File: src/gmr_pkg.sv
// ----------------------------------------------------------------------------
// gmr_pkg: shared types and constants for the grid movement range block
// item and result transaction structs, cell control and state codes
// ----------------------------------------------------------------------------
package gmr_pkg;

  localparam int DEF_MAX_ROWS = 32;
  localparam int DEF_MAX_COLS = 32;
  localparam logic [4:0] DIST_SAT = 5'd31;

  localparam logic [1:0] REG_ROWS = 2'd0;
  localparam logic [1:0] REG_COLS = 2'd1;

  localparam logic FUNC_LOAD  = 1'b0;
  localparam logic FUNC_QUERY = 1'b1;

  typedef struct packed {
    logic       func;
    logic [4:0] row;
    logic [4:0] col;
    logic [3:0] cost;
    logic [3:0] budget;
  } item_t;

  typedef struct packed {
    logic [4:0]  out_row;
    logic [31:0] reach_mask;
    logic [31:0] limit_mask;
    logic        last;
  } result_t;

  typedef enum logic [1:0] {
    ST_IDLE,
    ST_INIT,
    ST_RELAX,
    ST_EMIT
  } state_t;

  typedef enum logic [1:0] {
    OP_NOP,
    OP_CLEAR,
    OP_STEP,
    OP_SHIFT
  } cell_op_t;

  typedef struct packed {
    cell_op_t   op;
    logic [6:0] start_row;
    logic [6:0] start_col;
    logic [6:0] nr;
    logic [6:0] nc;
    logic       load_en;
    logic [6:0] load_row;
    logic [6:0] load_col;
    logic [3:0] load_cost;
  } cell_ctl_t;

endpackage

File: src/gmr_row_cell.sv
// ----------------------------------------------------------------------------
// gmr_row_cell: one grid row of the relaxation chain
// holds the row's entry costs and distances, relaxes from its neighbors
// ----------------------------------------------------------------------------
module gmr_row_cell
  import gmr_pkg::*;
#(
  parameter int MAX_COLS = DEF_MAX_COLS,
  parameter int ROW_ID   = 0
) (
  input  logic                     clk,
  input  cell_ctl_t                ctl,
  input  logic [MAX_COLS-1:0][4:0] up_dist,
  input  logic [MAX_COLS-1:0][4:0] dn_dist,
  output logic [MAX_COLS-1:0][4:0] row_dist,
  output logic                     changed
);

  localparam logic [6:0] ROW_ID7 = 7'(ROW_ID);

  logic [MAX_COLS-1:0][3:0] cost;
  logic [MAX_COLS-1:0][4:0] row_dist_next;
  logic [MAX_COLS-1:0]      chg;
  logic                     row_active;

  assign row_active = ROW_ID7 < ctl.nr;

  always_ff @(posedge clk) begin
    for (int c = 0; c < MAX_COLS; c++) begin
      if (ctl.load_en && ctl.load_row == ROW_ID7 && ctl.load_col == 7'(c)) begin
        cost[c] <= ctl.load_cost;
      end
    end
  end

  always_comb begin
    logic [4:0] m;
    logic [5:0] sum;
    row_dist_next = row_dist;
    chg = '0;
    for (int c = 0; c < MAX_COLS; c++) begin
      m = DIST_SAT;
      sum = 6'd0;
      case (ctl.op)
        OP_CLEAR: begin
          row_dist_next[c] = DIST_SAT;
          if (row_active && ctl.start_row == ROW_ID7 && ctl.start_col == 7'(c) &&
              ctl.start_col < ctl.nc) begin
            row_dist_next[c] = 5'd0;
          end
        end
        OP_STEP: begin
          if (row_active && 7'(c) < ctl.nc) begin
            if (up_dist[c] < m) m = up_dist[c];
            if (dn_dist[c] < m) m = dn_dist[c];
            if (c > 0 && row_dist[(c > 0) ? c - 1 : 0] < m) begin
              m = row_dist[(c > 0) ? c - 1 : 0];
            end
            if (c < MAX_COLS - 1 && row_dist[(c < MAX_COLS - 1) ? c + 1 : c] < m) begin
              m = row_dist[(c < MAX_COLS - 1) ? c + 1 : c];
            end
            // saturating add of the entry cost
            if (m != DIST_SAT) begin
              sum = {1'b0, m} + {2'b00, cost[c]};
              if (sum > {1'b0, DIST_SAT}) sum = {1'b0, DIST_SAT};
              if (sum[4:0] < row_dist[c]) begin
                row_dist_next[c] = sum[4:0];
                chg[c] = 1'b1;
              end
            end
          end
        end
        OP_SHIFT: row_dist_next[c] = dn_dist[c];
        default: row_dist_next[c] = row_dist[c];
      endcase
    end
  end

  assign changed = |chg;

  always_ff @(posedge clk) begin
    row_dist <= row_dist_next;
  end

endmodule

File: config.mk
export PLATFORM = sky130hd
export DESIGN_NAME = gmr_row_cell
export DESIGN_NICKNAME = d
export VERILOG_FILES = /design/src/gmr_pkg.sv /design/src/gmr_row_cell.sv
export SDC_FILE = /design/constraint.sdc
export NUM_CORES = 2
export LEC_CHECK = 0
export ABC_AREA = 1
export BUFFER_PORTS_ARGS = -buffer_cell sky130_fd_sc_hd__buf_2
export CAP_MARGIN = 15
export CORE_ASPECT_RATIO = 1.25
export CORE_MARGIN = 4
export CORE_UTILIZATION = 50
export CTS_BUF_LIST = sky130_fd_sc_hd__clkbuf_16
export DETAILED_ROUTE_END_ITERATION = 7
export PLACE_DENSITY = 0.82
export SYNTH_ARGS = -nofsm -noshare
export SYNTH_HDL_FRONTEND = slang
export SYNTH_SLANG_ARGS = --single-unit
File: constraint.sdc
create_clock -name clk -period 8.6 [get_ports clk]
set_input_delay 0.86 -clock clk [delete_from_list [all_inputs] [get_ports clk]]
set_output_delay 0.86 -clock clk [all_outputs]
set_load 0.01 [all_outputs]
# Word-level counts from Yosys, hierarchy flattened
# Cells that the tools add are included.
# word_totals
word_cells	1475
reg_bits	288
input_bits	370
out_inout_bits	161
# op_classes
n_reduce_logical	168
addsub	32
n_eq_ne	193
mux	794
n_lt_le_gt_ge	224
# ops
op	count
5-bit 2-to-1 mux	634
5-bit < comparator	126
5-bit case mux with 3 select lines	32
7-bit by 5-bit == test with 1-bit output (second input constant)	32
5-bit by 4-bit adder with 6-bit output	32
6-bit by 5-bit greater-than comparator with 1-bit output (second input constant)	32
2-bit != test (second input constant)	96
5-bit < comparator (second input constant)	32
5-bit != test (second input constant)	32
1-bit logical AND	130
1-bit 2-to-1 mux	128
4-bit AND reduction	32
7-bit by 4-bit == test with 1-bit output (second input constant)	16
5-bit by 7-bit < comparator with 1-bit output (first input constant)	16
7-bit by 3-bit == test with 1-bit output (second input constant)	8
4-bit by 7-bit < comparator with 1-bit output (first input constant)	8
32-bit OR reduction	1
7-bit by 2-bit == test with 1-bit output (second input constant)	4
7-bit zero test	4
3-bit by 7-bit < comparator with 1-bit output (first input constant)	4
1-bit by 7-bit < comparator with 1-bit output (first input constant)	3
7-bit by 1-bit == test with 1-bit output (second input constant)	2
2-bit by 7-bit < comparator with 1-bit output (first input constant)	2
7-bit < comparator	1
other kinds (3)	4

# Depth between registers and ports, before layout
# logic_depth
word_depth	28
ltp_mapped	47
ltp_nobuf	47

# Worst setup path before layout
# No wires, ideal clock.
# synth_path
path_kind	input port to output port
startpoint	input up_dist[89] in the netlist's numbering
endpoint	output changed
cell_stages	38
required_ps	7740
path_buffers	0
arrival_time_ps	6340
slack_ps	1400
path_cell_list	inv_1 > ha_1 > a21boi_2 > a21oi_2 > nand2_2 > o21ai_0 > inv_1 > ha_1 > nand2_1 > nor2_1 > a211oi_1 > nand2_4 > nand2_1 > o21a_1 > inv_1 > ha_1 > a21oi_1 > nor2_1 > [... 2 more ...] > nand2_1 > o21ai_2 > ha_1 > nand2_1 > nor2_1 > a211oi_1 > o21ai_0 > o31a_1 > ha_1 > a21oi_1 > o2111ai_1 > nor2_1 > nand3_1 > nand2_1 > nor2_1 > nand2_1 > nor2_1 > nand2_1
# synth_between
elab_chain_len	28
word_cells_on_any_way	29
cone_classes	add/sub (1); order compare (6); eq/ne (1); mux (20); reduce/logical (1)
# synth_lines
element	line_no	rtl
start, declared	gmr_row_cell.sv:13	input logic [MAX_COLS-1:0][4:0] up_dist,
5-bit < comparator	gmr_row_cell.sv:54	if (up_dist[c] < m) m = up_dist[c];
5-bit 2-to-1 mux (*)	gmr_row_cell.sv:54	
5-bit 2-to-1 mux (*)	gmr_row_cell.sv:53	if (row_active && 7'(c) < ctl.nc) begin
5-bit 2-to-1 mux (*)	gmr_row_cell.sv:44	case (ctl.op)
5-bit < comparator	gmr_row_cell.sv:55	if (dn_dist[c] < m) m = dn_dist[c];
5-bit 2-to-1 mux (*)	gmr_row_cell.sv:55	
5-bit 2-to-1 mux (*)	gmr_row_cell.sv:53	
5-bit 2-to-1 mux (*)	gmr_row_cell.sv:44	
[... 12 more ...]	n/a	
5-bit 2-to-1 mux	gmr_row_cell.sv:53	
5-bit 2-to-1 mux	gmr_row_cell.sv:44	
5-bit < comparator	gmr_row_cell.sv:66	if (sum[4:0] < row_dist[c]) begin
1-bit 2-to-1 mux	gmr_row_cell.sv:66	
1-bit 2-to-1 mux (*)	gmr_row_cell.sv:63	if (m != DIST_SAT) begin
1-bit 2-to-1 mux (*)	gmr_row_cell.sv:53	
1-bit 2-to-1 mux (*)	gmr_row_cell.sv:44	
32-bit OR reduction (*)	gmr_row_cell.sv:79	assign changed = |chg;
end, declared	gmr_row_cell.sv:16	output logic changed
# Mark *: on every way between the ends. The rest lies on a longest branch, timed or not. The select of a mux whose other input is x is not followed.

# Final worst setup path
# layout_path
startpoint	input dn_dist[154] in the netlist's numbering
endpoint	output changed
# layout_between
elab_chain_len	24
word_cells_on_any_way	25
cone_classes	add/sub (1); order compare (5); eq/ne (1); mux (17); reduce/logical (1)
# layout_lines
element	line_no	rtl
start, declared	gmr_row_cell.sv:14	input logic [MAX_COLS-1:0][4:0] dn_dist,
5-bit < comparator	gmr_row_cell.sv:55	
5-bit 2-to-1 mux (*)	gmr_row_cell.sv:55	
5-bit 2-to-1 mux (*)	gmr_row_cell.sv:53	
5-bit 2-to-1 mux (*)	gmr_row_cell.sv:44	
5-bit < comparator	gmr_row_cell.sv:56	if (c > 0 && row_dist[(c > 0) ? c - 1 : 0] < m) begin
5-bit 2-to-1 mux (*)	gmr_row_cell.sv:56	
5-bit 2-to-1 mux (*)	gmr_row_cell.sv:53	
5-bit 2-to-1 mux (*)	gmr_row_cell.sv:44	
[... 8 more ...]	n/a	
5-bit 2-to-1 mux	gmr_row_cell.sv:53	
5-bit 2-to-1 mux	gmr_row_cell.sv:44	
5-bit < comparator	gmr_row_cell.sv:66	
1-bit 2-to-1 mux	gmr_row_cell.sv:66	
1-bit 2-to-1 mux (*)	gmr_row_cell.sv:63	
1-bit 2-to-1 mux (*)	gmr_row_cell.sv:53	
1-bit 2-to-1 mux (*)	gmr_row_cell.sv:44	
32-bit OR reduction (*)	gmr_row_cell.sv:79	
# Marked as above.

==> results.sh <==
export IMPL_syn_nets=6452
export IMPL_routed_wl_mm=134
export IMPL_final_core_utilization=0.582
export IMPL_yosys_area_top_type="edfxtp_1"
export IMPL_slew_violations=0
export IMPL_fin_crit_sh=0.959
export IMPL_yosys_warnings=0
export IMPL_dr_pass1_iters=6
export IMPL_r2r_cells=26
export IMPL_r2r_start="row_dist[27]$_DFFE_PP_"
export IMPL_grt_max_degree=90
export IMPL_grt_pass1_wl_mm=201
export IMPL_setup_ws_ns=0.352
export IMPL_fin_nets=7015
export IMPL_setup_worst_path_end_class="output port"
export IMPL_placedInstanceArea_um2=41700
export IMPL_numPortBuffers=530
export IMPL_avgViaCountPerCell=5.64
export IMPL_place_congestion=0.974
export IMPL_wire_per_inst_um=18.9
export IMPL_maxSlewHeadroom=0.194
export IMPL_drt_iter0_markers=2904
export IMPL_ys_flop_type="edfxtp_1"
export IMPL_synthDistinctLibCells=53
export IMPL_r2r_end="row_dist[34]$_DFFE_PP_"
export IMPL_finalHoldViolCount=0
export IMPL_min_path_cells=3
export IMPL_cts_tree="built"
export IMPL_die_w_um=254
export IMPL_path_clk_slew_ns=0.05
export IMPL_slowest_stage="a211oi_2"
export IMPL_min_delay_start="dn_dist[0]"
export IMPL_outcome="completed"
export IMPL_worstSetupPathDepth=45
export IMPL_netlist_instances=5474
export IMPL_rrSetupSlack_ns=2.75
export IMPL_drive_gt1_frac=0.170
export IMPL_clock_sinks=288
export IMPL_crit_required_ns=7.74
export IMPL_synth_top_area_share=0.229
export IMPL_clk_latency_ns=0.58
export IMPL_yosysSeqAreaShare=0.229
export IMPL_criticalPathCategory="primary input to output port"
export IMPL_grtUsageTotal=0.318
export IMPL_grt_pass1_vias=38400
export IMPL_syn_to_final_growth_pct=15.3
export IMPL_setup_viol=0
export IMPL_netlist_area_um2=37800
export IMPL_ys_top_cells_by_count="nand2_1, inv_1, ha_1"
export IMPL_cp_max_fo=6
export IMPL_ys_ff_latch=288
export IMPL_synth_edf_count=288
export IMPL_core_rowCount=112
export IMPL_async_flop_share=0
export IMPL_holdCritPathClass="primary input to register"
export IMPL_max_freq_mhz=121
export IMPL_die_h_um=315
export IMPL_slowest_delay_ns=0.32
export IMPL_arrival_ns=7.39
export IMPL_cp_num_buf_inv=7
export IMPL_postCtsHoldBufs=0
export IMPL_gr_total_overflow=0
export IMPL_cts_buffers=41
export IMPL_maxCapViolCount=0
export IMPL_layout_min_cycle_time_ns=8.25
export IMPL_whs_endpoint="row_dist[0]$_DFFE_PP_"
export IMPL_yosysMostFrequentCell="nand2_1"
export IMPL_final_cell_area_um2=43500
export IMPL_syn_avg_cell_area_um2=6.90
export IMPL_cts_root_buffer="clkbuf_16"
export IMPL_cts_htree_levels=2
export IMPL_startpoint="dn_dist[154]"
export IMPL_crit_family="simple AND/OR/NAND/NOR gates"
export IMPL_dp_slack_ns=-0.346
export IMPL_skew_ns=0.0102
export IMPL_antenna_found_initial=31
export IMPL_ios=531
export IMPL_vias=39800
export IMPL_antenna_left=0
export IMPL_hpwl_mm=107
export IMPL_drcViolationCount=0
export IMPL_clockBufferDepth=3
export IMPL_synthTopCellsByArea="edfxtp_1, ha_1, nand2_1"
export IMPL_start_util=0.505
export IMPL_core_area_um2=74800
export IMPL_worst_slew_pin_transition_ns=1.20
export IMPL_die_area_um2=80000
export IMPL_critical_path_most_common_cell="nand2_1"
export IMPL_startpoint_type="primary input"
routing by layer:
metal  global-route usage  up-vias  share of wire
met2                0.569     1693           0.49
met5                    0        -         0.0010
met4                0.174       20          0.063
met3               0.0623      490          0.084
li1                     -    19400              -
met1                0.354    18300           0.37
cells by family (layout without fill, tap and decap cells):
kind of cell,count (synthesis),in the layout,synth area share
flops,288,288,0.229
xor+xnor,26,26,0.00603
other cells,0,22,0
simple gates,2658,2659,0.309
compound gates,911,911,0.150
fa+ha+maj,608,608,0.208
buf+inv,983,1575,0.0978
placed cells by master (no fill, tap or decap), drive strengths merged, types with 9 or more instances in the layout:
| master | count |
|---|---|
| a211oi | 87 |
| a21oi | 188 |
| a22oi | 20 |
| and2 | 42 |
| buf | 570 |
| clkbuf | 45 |
| clkinv | 16 |
| diode | 22 |
| edfxtp | 288 |
| fa | 32 |
| ha | 576 |
| inv | 937 |
| nand2 | 1666 |
| nand3 | 433 |
| nand3b | 16 |
| nand4 | 17 |
| nor2 | 444 |
| nor3 | 16 |
| o2111ai | 23 |
| o211ai | 87 |
| o21a | 81 |
| o21ai | 367 |
| o22ai | 10 |
| o31ai | 9 |
| o41ai | 13 |
| or2 | 13 |
| xor2 | 23 |
metrics by stage:
| step | hold slack (ns) | std cells | setup TNS, ns |
|---|---|---|---|
| 4_1_cts | 0.585 | 7025 | 0 |
| 3_3_place_gp | 0.711 | 6952 | -0.226 |
| 3_5_place_dp | 0.718 | 6952 | -0.346 |
| 5_1_grt | 0.613 | 7048 | -0.204 |
| 2_1_floorplan | 0.684 | 5474 | 0 |
| 6_report | 0.616 | 7058 | 0 |
worst reg2reg max path, cell delays in order (launching register included):
cell and delay [ns]:
edfxtp_1 0.55, ha_1 0.37, a21oi_1 0.14, nor2_1 0.06, a211oi_1 0.39, nand2_4 0.14, o21ai_0 0.35, inv_1 0.10
ha_1 0.29, nand2_1 0.08, nor2_1 0.06, a211oi_2 0.29, nand2_2 0.16, o21ai_1 0.22, ha_1 0.22, inv_1 0.06
fa_1 0.39, nor2_1 0.15, o21ai_0 0.11, o21ai_0 0.16, o211ai_1 0.15, ha_1 0.32, a21oi_1 0.19, o2111ai_1 0.13
nor2_1 0.17, nand3_1 0.08, nand2_1 0.22
state kept, by name, indices dropped and copies added (netlist names):
signal / cells
cost: 128
row_dist: 160
how the worst max path moves through the flow:
stage              end
6_report       changed
5_1_grt        changed
4_1_cts        changed
3_5_place_dp   changed
3_3_place_gp   changed
2_1_floorplan  changed
cell type report:
| type | count | area, µm² |
|---|---|---|
| antenna | 22 | 55.1 |
| clock buffer | 43 | 1080 |
| clock inverter | 30 | 287 |
| fill | 6996 | 31300 |
| inverter | 930 | 3490 |
| multi-input combinational | 4204 | 25800 |
| sequential | 288 | 8650 |
| tap | 969 | 1210 |
| timing repair buffer | 572 | 2980 |
what timing repair did:
item | CTS | global route
cloned | 0 | 1
buffers inserted | 0 | 9
pin swaps | 0 | 17
endpoints found under the setup margin | 1 | 1
gates resized for setup | 6 | 87
Power is not shown: default switching activity piles up to over one toggle a cycle in this logic, so the estimate is an artifact.
